--- config.mk ---
export PLATFORM = sky130hd
export DESIGN_NAME = typed_frame_deframer
export DESIGN_NICKNAME = d
export VERILOG_FILES = /design/src/hw/rtl/tfd_pkg.sv /design/src/hw/rtl/typed_frame_deframer.sv /design/src/hw/rtl/tfd_step.sv
export VERILOG_INCLUDE_DIRS = /design/src /design/src/hw/rtl
export SDC_FILE = /design/constraint.sdc
export NUM_CORES = 1
export LEC_CHECK = 0
export BUFFER_PORTS_ARGS = -buffer_cell sky130_fd_sc_hd__buf_2
export CAP_MARGIN = 20
export CORE_MARGIN = 2
export CORE_UTILIZATION = 35
export DETAILED_ROUTE_END_ITERATION = 10
export RECOVER_POWER = 25
export SETUP_SLACK_MARGIN = 0.4
export SLEW_MARGIN = 20
export SYNTH_ARGS = -nofsm -noshare
export SYNTH_HDL_FRONTEND = slang
export SYNTH_HIERARCHICAL = 1
export SYNTH_SLANG_ARGS = --single-unit
--- constraint.sdc ---
create_clock -name clock -period 7.7 [get_ports clock]
set_input_delay 1.54 -clock clock [delete_from_list [all_inputs] [get_ports clock]]
set_output_delay 1.54 -clock clock [all_outputs]
set_load 0.01 [all_outputs]
--- src/hw/rtl/assert_macros.svh ---
// ---------------------------------------------------------------------------
// Assertion macros
// Shared wrappers for the concurrent checks used in the RTL.
// ---------------------------------------------------------------------------
`ifndef ASSERT_MACROS_SVH
`define ASSERT_MACROS_SVH

// Property must hold at every rising edge outside reset.
`define ASSERT_CLK(name, clk, rst, prop) \
   name: assert property (@(posedge clk) disable iff (rst) prop) \
      else $error("assertion failed");

// Expression must never be true outside reset.
`define ASSERT_NEVER(name, clk, rst, expr) \
   name: assert property (@(posedge clk) disable iff (rst) !(expr)) \
      else $error("forbidden condition seen");

`endif

--- src/hw/rtl/tfd_pkg.sv ---
// ---------------------------------------------------------------------------
// tfd_pkg
// Types and constants shared by the typed frame deframer.
// ---------------------------------------------------------------------------
package tfd_pkg;

   localparam int PAYLOAD_MAX = 32;
   localparam int RAW_LEN     = 67;

   localparam int RAW_CNT_W = $clog2(RAW_LEN);
   localparam int PAY_CNT_W = $clog2(PAYLOAD_MAX + 1);
   localparam int INDEX_W   = 5;

   typedef enum logic [2:0] {
      PH_START,
      PH_TYPE,
      PH_ACCEPT,
      PH_ESCAPE,
      PH_DONE
   } phase_type;

   typedef enum logic [1:0] {
      ST_OK,
      ST_BAD_START,
      ST_START_IN_PAYLOAD,
      ST_OVERFLOW
   } status_type;

   typedef enum logic [1:0] {
      CSR_START_BYTE,
      CSR_END_BYTE,
      CSR_ESCAPE_BYTE,
      CSR_XOR_MASK
   } csr_index_type;

   localparam logic [7:0] START_BYTE_RST  = 8'd2;
   localparam logic [7:0] END_BYTE_RST    = 8'd3;
   localparam logic [7:0] ESCAPE_BYTE_RST = 8'd125;
   localparam logic [7:0] XOR_MASK_RST    = 8'd32;

   typedef struct packed {
      logic [7:0] start_byte;
      logic [7:0] end_byte;
      logic [7:0] escape_byte;
      logic [7:0] xor_mask;
   } cfg_type;

   typedef struct packed {
      phase_type              phase;
      logic [RAW_CNT_W-1:0]   raw_count;
      logic [PAY_CNT_W-1:0]   payload_count;
      logic [7:0]             type_hold;
      status_type             error_code;
   } chunk_state_type;

   typedef struct packed {
      logic               data_valid;
      logic [7:0]         data_byte;
      logic [INDEX_W-1:0] data_index;
      logic               frame_done;
      logic [7:0]         frame_kind;
      status_type         status;
   } result_type;

endpackage

--- src/hw/rtl/typed_frame_deframer.sv ---
// ---------------------------------------------------------------------------
// typed_frame_deframer
// Byte-stuffing deframer for fixed-length chunks carrying a typed frame.
// ---------------------------------------------------------------------------
// A result beat is registered and appears in the cycle after its raw byte.
// Throughput: one raw byte per cycle, set by the single decode stage feeding
// the result register; a byte is taken while a result waits if it is drained.
// Reset (synchronous, active high) restores the register defaults and starts
// a fresh chunk expecting the start byte; the result register is emptied.
`include "assert_macros.svh"

module typed_frame_deframer import tfd_pkg::*; (
   input  logic         clock,
   input  logic         reset,
   // raw byte channel
   input  logic         req_valid,
   output logic         req_ready,
   input  logic [7:0]   req_rx_byte,
   // decoded result channel
   output logic         rsp_valid,
   input  logic         rsp_ready,
   output logic         rsp_data_valid,
   output logic [7:0]   rsp_data_byte,
   output logic [4:0]   rsp_data_index,
   output logic         rsp_frame_done,
   output logic [7:0]   rsp_frame_kind,
   output logic [1:0]   rsp_status,
   // configuration writes
   input  logic         csr_we,
   input  logic [1:0]   csr_index,
   input  logic [7:0]   csr_wdata
);

   cfg_type         cfg_ff;
   cfg_type         cfg_in;
   chunk_state_type state_ff;
   chunk_state_type state_in;
   result_type      rsp_ff;
   result_type      rsp_in;
   logic            rsp_valid_ff;
   logic            rsp_valid_in;
   result_type      step_result;
   logic            step_present;
   logic            req_accept;

   // -------------------------------------------------------------------------
   // Configuration registers. A write is taken at once and applies to the
   // next byte decoded.
   // -------------------------------------------------------------------------
   always_comb begin
      cfg_in = cfg_ff;
      if (csr_we) begin
         unique case (csr_index_type'(csr_index))
            CSR_START_BYTE:  cfg_in.start_byte  = csr_wdata;
            CSR_END_BYTE:    cfg_in.end_byte    = csr_wdata;
            CSR_ESCAPE_BYTE: cfg_in.escape_byte = csr_wdata;
            CSR_XOR_MASK:    cfg_in.xor_mask    = csr_wdata;
            default:         cfg_in             = cfg_ff;
         endcase
      end
   end

   always_ff @(posedge clock) begin
      if (reset) begin
         cfg_ff.start_byte  <= START_BYTE_RST;
         cfg_ff.end_byte    <= END_BYTE_RST;
         cfg_ff.escape_byte <= ESCAPE_BYTE_RST;
         cfg_ff.xor_mask    <= XOR_MASK_RST;
      end else begin
         cfg_ff <= cfg_in;
      end
   end

   // -------------------------------------------------------------------------
   // Decode. The chunk state and the incoming byte give the next state and a
   // possible result beat in one pass of logic.
   // -------------------------------------------------------------------------
   tfd_step u_step (
      .cfg            (cfg_ff),
      .state          (state_ff),
      .rx_byte        (req_rx_byte),
      .state_in       (state_in),
      .result         (step_result),
      .result_present (step_present)
   );

   // -------------------------------------------------------------------------
   // Handshake. A new byte is taken whenever the result register is empty or
   // is being drained in the same cycle, so bytes can stream back to back.
   // Bytes that produce no result only advance the chunk state.
   // -------------------------------------------------------------------------
   assign req_ready  = !rsp_valid_ff || rsp_ready;
   assign req_accept = req_valid && req_ready;

   always_comb begin
      rsp_in       = rsp_ff;
      rsp_valid_in = rsp_valid_ff;
      if (rsp_valid_ff && rsp_ready) begin
         rsp_valid_in = 1'b0;
      end
      if (req_accept && step_present) begin
         rsp_in       = step_result;
         rsp_valid_in = 1'b1;
      end
   end

   always_ff @(posedge clock) begin
      if (reset) begin
         state_ff.phase         <= PH_START;
         state_ff.raw_count     <= '0;
         state_ff.payload_count <= '0;
         state_ff.type_hold     <= 8'd0;
         state_ff.error_code    <= ST_OK;
         rsp_valid_ff           <= 1'b0;
      end else begin
         if (req_accept) begin
            state_ff <= state_in;
         end
         rsp_valid_ff <= rsp_valid_in;
      end
   end

   // The result payload needs no reset; it is qualified by rsp_valid_ff.
   always_ff @(posedge clock) begin
      rsp_ff <= rsp_in;
   end

   assign rsp_valid      = rsp_valid_ff;
   assign rsp_data_valid = rsp_ff.data_valid;
   assign rsp_data_byte  = rsp_ff.data_byte;
   assign rsp_data_index = rsp_ff.data_index;
   assign rsp_frame_done = rsp_ff.frame_done;
   assign rsp_frame_kind = rsp_ff.frame_kind;
   assign rsp_status     = rsp_ff.status;

   // -------------------------------------------------------------------------
   // Checks
   // -------------------------------------------------------------------------
   `ASSERT_NEVER(a_status_without_done, clock, reset,
      rsp_valid_ff && !rsp_ff.frame_done && rsp_ff.status != ST_OK)
   `ASSERT_NEVER(a_type_on_error, clock, reset,
      rsp_valid_ff && rsp_ff.status != ST_OK && rsp_ff.frame_kind != 8'd0)
   `ASSERT_CLK(a_chunk_restarts, clock, reset,
      req_accept && state_ff.raw_count == RAW_CNT_W'(RAW_LEN - 1)
      |=> state_ff.phase == PH_START && state_ff.payload_count == '0)
   `ASSERT_NEVER(a_count_bounds, clock, reset,
      state_ff.payload_count > PAY_CNT_W'(PAYLOAD_MAX) ||
      state_ff.raw_count > RAW_CNT_W'(RAW_LEN - 1))

endmodule

--- src/hw/rtl/tfd_step.sv ---
// ---------------------------------------------------------------------------
// tfd_step
// Decodes one raw byte against the chunk state: next state and result beat.
// ---------------------------------------------------------------------------
module tfd_step import tfd_pkg::*; (
   input  cfg_type         cfg,
   input  chunk_state_type state,
   input  logic [7:0]      rx_byte,
   output chunk_state_type state_in,
   output result_type      result,
   output logic            result_present
);

   logic       emit;
   logic [7:0] emit_byte;
   logic       overflow;
   logic       last;
   logic       stored;

   assign last     = (state.raw_count == RAW_CNT_W'(RAW_LEN - 1));
   assign overflow = (state.payload_count >= PAY_CNT_W'(PAYLOAD_MAX));

   // Output side: which byte, if any, leaves for this beat.
   always_comb begin
      emit      = 1'b0;
      emit_byte = rx_byte;
      unique case (state.phase)
         PH_ACCEPT: begin
            emit = (rx_byte != cfg.start_byte) && (rx_byte != cfg.end_byte) &&
                   (rx_byte != cfg.escape_byte);
         end
         PH_ESCAPE: begin
            emit      = 1'b1;
            emit_byte = rx_byte ^ cfg.xor_mask;
         end
         default: begin
            emit = 1'b0;
         end
      endcase
   end

   assign stored = emit && !overflow;

   // Next state of the chunk.
   always_comb begin
      chunk_state_type nxt;
      nxt           = state;
      nxt.raw_count = state.raw_count + RAW_CNT_W'(1);
      unique case (state.phase)
         PH_START: begin
            if (rx_byte != cfg.start_byte) begin
               nxt.error_code = ST_BAD_START;
               nxt.phase      = PH_DONE;
            end else begin
               nxt.phase = PH_TYPE;
            end
         end
         PH_TYPE: begin
            nxt.type_hold = rx_byte;
            nxt.phase     = PH_ACCEPT;
         end
         PH_ACCEPT: begin
            priority if (rx_byte == cfg.start_byte) begin
               nxt.error_code = ST_START_IN_PAYLOAD;
               nxt.phase      = PH_DONE;
            end else if (rx_byte == cfg.end_byte) begin
               nxt.phase = PH_DONE;
            end else if (rx_byte == cfg.escape_byte) begin
               nxt.phase = PH_ESCAPE;
            end
         end
         PH_ESCAPE: begin
            nxt.phase = PH_ACCEPT;
         end
         default: begin
            nxt.phase = state.phase;
         end
      endcase

      if (emit && overflow) begin
         nxt.error_code = ST_OVERFLOW;
         nxt.phase      = PH_DONE;
      end
      if (stored) begin
         nxt.payload_count = state.payload_count + PAY_CNT_W'(1);
      end

      result.data_valid = stored;
      result.data_byte  = stored ? emit_byte : 8'd0;
      result.data_index = stored ? INDEX_W'(state.payload_count) : '0;
      result.frame_done = last;
      result.frame_kind = (last && nxt.error_code == ST_OK) ? nxt.type_hold : 8'd0;
      result.status     = last ? nxt.error_code : ST_OK;

      // The chunk ends here whatever state it was in.
      if (last) begin
         nxt.phase         = PH_START;
         nxt.raw_count     = '0;
         nxt.payload_count = '0;
         nxt.type_hold     = 8'd0;
         nxt.error_code    = ST_OK;
      end
      state_in = nxt;
   end

   assign result_present = stored || last;

endmodule

# After elaboration in Yosys (flattened, before gate mapping)
# Index checks and enable logic that the tools add are counted.
dict set report totals {
  ramBits 0
  n_memories 0
  elab_cells 76
  latchBits 0
  mem_bits_ro 0
  ff_bits 84
  output_inout_bits 27
}
dict set report classes {
  reduce_logical 25
  bitwise 1
  eq_ne 14
  add_sub_neg 2
  multipliers 0
  shift 0
  mux 17
  div_mod_pow 0
  magnitude_cmp 1
}
# cell n
set op_table {}
lappend op_table {{$mux W26} 1}
lappend op_table {{$eq A8 B8 Y1} 3}
lappend op_table {{$ne A8 B8 Y1} 3}
lappend op_table {{$mux W8} 2}
lappend op_table {{$mux W3} 5}
lappend op_table {{$reduce_and A2 Y1} 5}
lappend op_table {{$pmux W3 S3} 1}
lappend op_table {{$logic_and A1 B1 Y1} 8}
lappend op_table {{$xor A8 B8 Y8} 1}
lappend op_table {{$add A7 B1 Y7 const B} 1}
lappend op_table {{$eq A7 B7 Y1 const B} 1}
lappend op_table {{$add A6 B1 Y6 const B} 1}
lappend op_table {{$eq A3 B2 Y1 const B} 2}
lappend op_table {{$ge A6 B6 Y1 const B} 1}
lappend op_table {{$mux W2} 3}
lappend op_table {{$mux W6} 1}
lappend op_table {{$ne A6 B1 Y1 const B} 1}
lappend op_table {{$reduce_bool A5 Y1} 1}
lappend op_table {{$eq A2 B2 Y1 const B} 2}
lappend op_table {{$logic_not A2 Y1} 2}
lappend op_table {{$pmux W2 S2} 1}
lappend op_table {{$reduce_bool A2 Y1} 2}
lappend op_table {{$eq A3 B1 Y1 const B} 1}
lappend op_table {{$logic_not A3 Y1} 1}
lappend op_table {{7 further kinds} 10}

# Logic depth before layout (Yosys ltp)
dict set report depth {
  word_depth 8
  mapped_depth 12
  mapped_depth_nobuf 9
}

# Hierarchy
# The synthesis kept the hierarchy.
# mod area_each_um2 seq_area_each_um2 n_inst cells_per_inst
set by_module_without_submodules {}
lappend by_module_without_submodules {typed_frame_deframer 3103.0 1931.9 1 290}
lappend by_module_without_submodules {tfd_step 1285.0 0.0 1 189}

# Worst setup path before layout
# No wires, ideal clock.
dict set report synth_path {
  path_kind {input-to-reg}
  from {input port req_rx_byte[1]}
  to {register rsp_ff (netlist bit rsp_data_byte[0]) (enable)}
  setup_ns 0.410
  setup_slack_ns 3.443
  t_arrival_ns 3.847
  path_buffers 2
  t_required_ns 7.290
  cell_stages 9
  cell_sequence {buf_2 xor2_1 nor4_2 a211oi_2 a32oi_4 buf_4 nand2_1 nand2_1 nor2b_1}
}
dict set report synth_via {
  elab_chain_len 7
  elab_cells_between_ends 9
}
# element line_no
set synth_lines {}
lappend synth_lines {{start: declaration} typed_frame_deframer.sv:18} ;# input logic [7:0] req_rx_byte,
lappend synth_lines {{$ne A8 B8 Y1} tfd_step.sv:29} ;# emit = (rx_byte != cfg.start_byte) && (rx_byte != cfg.end_byte) &&
lappend synth_lines {{$logic_and A1 B1 Y1} tfd_step.sv:29}
lappend synth_lines {{$logic_and A1 B1 Y1 *} tfd_step.sv:29}
lappend synth_lines {{$pmux W1 S2 *} tfd_step.sv:27} ;# unique case (state.phase)
lappend synth_lines {{$logic_and A1 B1 Y1 *} tfd_step.sv:42} ;# assign stored = emit && !overflow;
lappend synth_lines {{$logic_or A1 B1 Y1 *} tfd_step.sv:106} ;# assign result_present = stored || last;
lappend synth_lines {{via step_present} typed_frame_deframer.sv:43} ;# logic step_present;
lappend synth_lines {{$logic_and A1 B1 Y1 *} typed_frame_deframer.sv:101} ;# if (req_accept && step_present) begin
lappend synth_lines {{end signal: assignment} typed_frame_deframer.sv:125} ;# rsp_ff <= rsp_in;
lappend synth_lines {{end: declaration} typed_frame_deframer.sv:38} ;# result_type rsp_ff;
# Mark *: on every way through the listed nets, which the timed path passes. The rest lies on a longest branch.
# A chain may end at the register's enable or synchronous reset.

==> impl_metrics.csv <==
group,metric,value,unit
routing,vias,3405,
clock_tree,htreeDepth,3,
critical_path,cp_max_fo,94,
routing,wirelength_met1,5140,um
routing,wl_met3,326,um
job,max-cap-violations,1,
logic_synthesis,ys_types,52,
global_routing,grt_pass1_wl,16500,um
critical_path,cp-start-kind,"primary input",
outcome,violations,"max-capacitance violations, max-slew violations",
logic_synthesis,synth_fp_nets,507,
place,gp_congestion,0.870,
routing,drt-vias-per-instance,5.05,
global_routing,overflow,0,
clock_tree,clk-insertion-delay-late,0.34,ns
logic_synthesis,synth_edf_count,25,
routing,routed_wl,10100,um
routing,maxUsedRoutingLayer,"met4",
die,ios,50,
sta,fin_crit,4.13,ns
power_and_ir_drop,vdd_ir_drop_max,0.0841,mV
sta,slew_headroom,-117,%
layout,final_layout_size_suffix_gt1_share,16.6,%
outcome,status,"complete, but fails checks",
logic_synthesis,synth_ff_type,"dfxtp_1",
sta,fin_worst_skew,0.00854,ns
layout,fillerInstances,1242,
place,dpl.cell_count,658,
sta,fmax,242,MHz
layout,antenna_cells,0,
sta,rsz0062_at_grt,"no",
clock_tree,postCtsSetupBuffers,0,
critical_path,cp_top_family,"buffers and inverters",
sta,fin_crit_sh,53.6,%
die,die-area,13400,um^2
min_path,hold_path_startpoint,"cfg_ff[1]",
die,die_y,116,um
routing,drtAntennaViolNets,0,
critical_path,cp_num_buf_inv,2,
critical_path,crit_chain,"buf_2 > clkbuf_1 > nand2b_1 > o21ai_0",
logic_synthesis,syn_area_per_cell,9.16,um^2
layout,area_growth,11.1,%
clock_tree,cts_hold_buf,0,
die,fp.dieW,116,um
critical_path,critPathRequiredTime,7.87,ns
logic_synthesis,synth_warnings,6,
sta,setup_viol,0,
layout,finalNetCount,529,
clock_tree,cts_buffer_depth,2,
die,initial_core_util,36.2,%
routing,wl_met2,4490,um
global_routing,antenna_found_initial,0,
power_and_ir_drop,p_leak,1.70,nW
clock_tree,cts_made_buffers,9,
critical_path,endpoint_kind,"flip-flop",
logic_synthesis,syn_area,4390,um^2
logic_synthesis,synth-seq-cells,84,
layout,utilization,40.3,%
critical_path,arrival,4.31,ns
routing,drcViolationCount,0,
sta,final.setup.tns,0,ns
critical_path,max_stage_delay,2.27,ns
critical_path,critPathKind,"in2reg",
critical_path,crit_start,"reset",
logic_synthesis,async_reset_ff_share,0,%
die,rows,40,
place,placement.io_buffers,49,
sta,worstMarginPinSlew,3.25,ns
sta,final_hold_viol_count,0,
sta,slew_viol_final,95,
global_routing,grtUsageTotal,15.8,%
clock_tree,cts_tree,"done",
routing,avgRoutedWirePerCell,15.0,um
clock_tree,root_buffer,"clkbuf_16",
routing,dr.first_iter.drc_count,245,
power_and_ir_drop,power.density,190,nW/um^2
min_path,hp-class,"reg2reg",
die,core_area,12100,um^2
clock_tree,cts_resized,0,
routing,firstDrtPassIters,4,
critical_path,cp_slowest_cell,"clkbuf_1",
global_routing,grt_pass1_vias,3151,
clock_tree,clk_pin_slew,0.06,ns
global_routing,grt_max_degree,95,
critical_path,r2r_start,"state_ff[24]",
place,dp_hpwl,7080,um
clock_tree,cts.sinks,84,
logic_synthesis,synth-seq-area-share,44.0,%
layout,stdcell_count,674,
logic_synthesis,syn_inst,479,
[cells in the mapped netlist (3+ instances only)]
cell | count | area [um^2]
dfxtp_1 | 59 | 1180
nand2_1 | 58 | 218
nor2_1 | 50 | 188
a21oi_1 | 36 | 180
nand2b_1 | 27 | 169
nand4b_1 | 26 | 228
o21ai_0 | 26 | 130
edfxtp_1 | 25 | 751
xor2_1 | 25 | 219
buf_2 | 14 | 70.1
clkbuf_1 | 12 | 45.0
nor3_1 | 12 | 60.1
mux2i_1 | 11 | 110
nand3_1 | 10 | 50.1
xnor2_1 | 10 | 87.6
buf_6 | 9 | 101
inv_1 | 8 | 30.0
and3_2 | 5 | 37.5
ha_1 | 5 | 62.6
o21ai_1 | 5 | 25.0
and2_1 | 4 | 25.0
buf_4 | 4 | 30.0
nor4_1 | 3 | 18.8
or3_1 | 3 | 18.8
[stage by stage]
stage,worst slack (ns),hold slack (ns),area (um^2),total power [mW]
final,3.57,0.467,4880,0.925
after global routing,3.14,0.493,4880,0.957
after CTS,3.82,0.467,4880,0.931
after detailed placement,3.47,0.457,4610,0.542
after global placement,3.56,0.444,4610,0.540
after floorplan,3.44,0.437,4390,0.526
[layout make-up]
cell class,instances,area [um^2],area share (%)
flip-flops and latches,84,1930,39.6
multi-input cells,348,2190,44.9
repair buffers,50,246,5.06
inverters,8,30.0,0.616
clock inverters,6,41.3,0.847
clock buffers,10,229,4.70
well taps,168,210,4.31
[flip-flops by register name, indices dropped and copies added (netlist names)]
| register | cells |
|---|---|
| cfg_ff | 32 |
| state_ff | 26 |
| rsp_data_byte | 8 |
| rsp_frame_kind | 8 |
| rsp_data_index | 5 |
| rsp_status | 2 |
| rsp_data_valid | 1 |
| rsp_frame_done | 1 |
| rsp_valid | 1 |
[worst reg2reg max path, stage by stage (launching register included)]
cell	delay, ns
dfxtp_1	0.45
inv_1	0.13
nor2_1	0.75
a32oi_4	0.31
nand2_1	0.14
nand2_1	0.11
nor2b_4	0.59
[cell families (layout without fill, tap and decap cells)]
| logic type | count (synthesis) | count (layout) | synth area share, % |
|---|---|---|---|
| AND/OR/NAND/NOR | 215 | 215 | 26.8 |
| flip-flops | 84 | 84 | 44.0 |
| AO/OA/AOI/OAI | 80 | 80 | 11.2 |
| buffers and inverters | 47 | 74 | 6.30 |
| XOR/XNOR | 37 | 37 | 7.73 |
| multiplexers | 11 | 11 | 2.51 |
| adder cells (fa/ha/maj) | 5 | 5 | 1.43 |
[cells in the final DEF (no fill, tap or decap), types with 2 or more instances in the layout]
cell type,instances
a211oi_1,2
a21oi_1,36
and2_1,4
and3_2,5
buf_2,47
clkbuf_1,4
clkbuf_16,9
clkinv_2,3
clkinv_4,3
dfxtp_1,59
edfxtp_1,25
ha_1,5
inv_1,8
mux2i_1,11
nand2_1,58
nand2b_1,27
nand3_1,10
nand4_1,2
nand4b_1,26
nor2_1,50
nor3_1,12
nor4_1,3
nor4_2,2
o21ai_0,26
o21ai_1,5
or3_1,3
xnor2_1,10
xnor2_2,2
xor2_1,25
[per-layer routing]
layer,track usage [%],vias to the layer above
li1,-,1695
met1,22.8,1622
met2,23.5,79
met3,2.82,9
met4,5.79,0
met5,0,-
[where the power goes]
| part | total (mW) | switching (mW) | internal [mW] |
|---|---|---|---|
| Combinational | 0.0655 | 0.0391 | 0.0264 |
| Clock | 0.392 | 0.174 | 0.218 |
| Sequential | 0.468 | 0.00753 | 0.460 |
[final timing paths]
kind / to / slack, ns / depth (start not counted)
worst max-delay path: state_ff[14] / 3.57 / 4
worst min-delay path: cfg_ff[1] / 0.47 / 2
worst max register to register: rsp_data_byte[5] / 4.83 / 6
worst min register to register: cfg_ff[1] / 0.47 / 2
No activity file was read; power rests on OpenSTA's default activity.
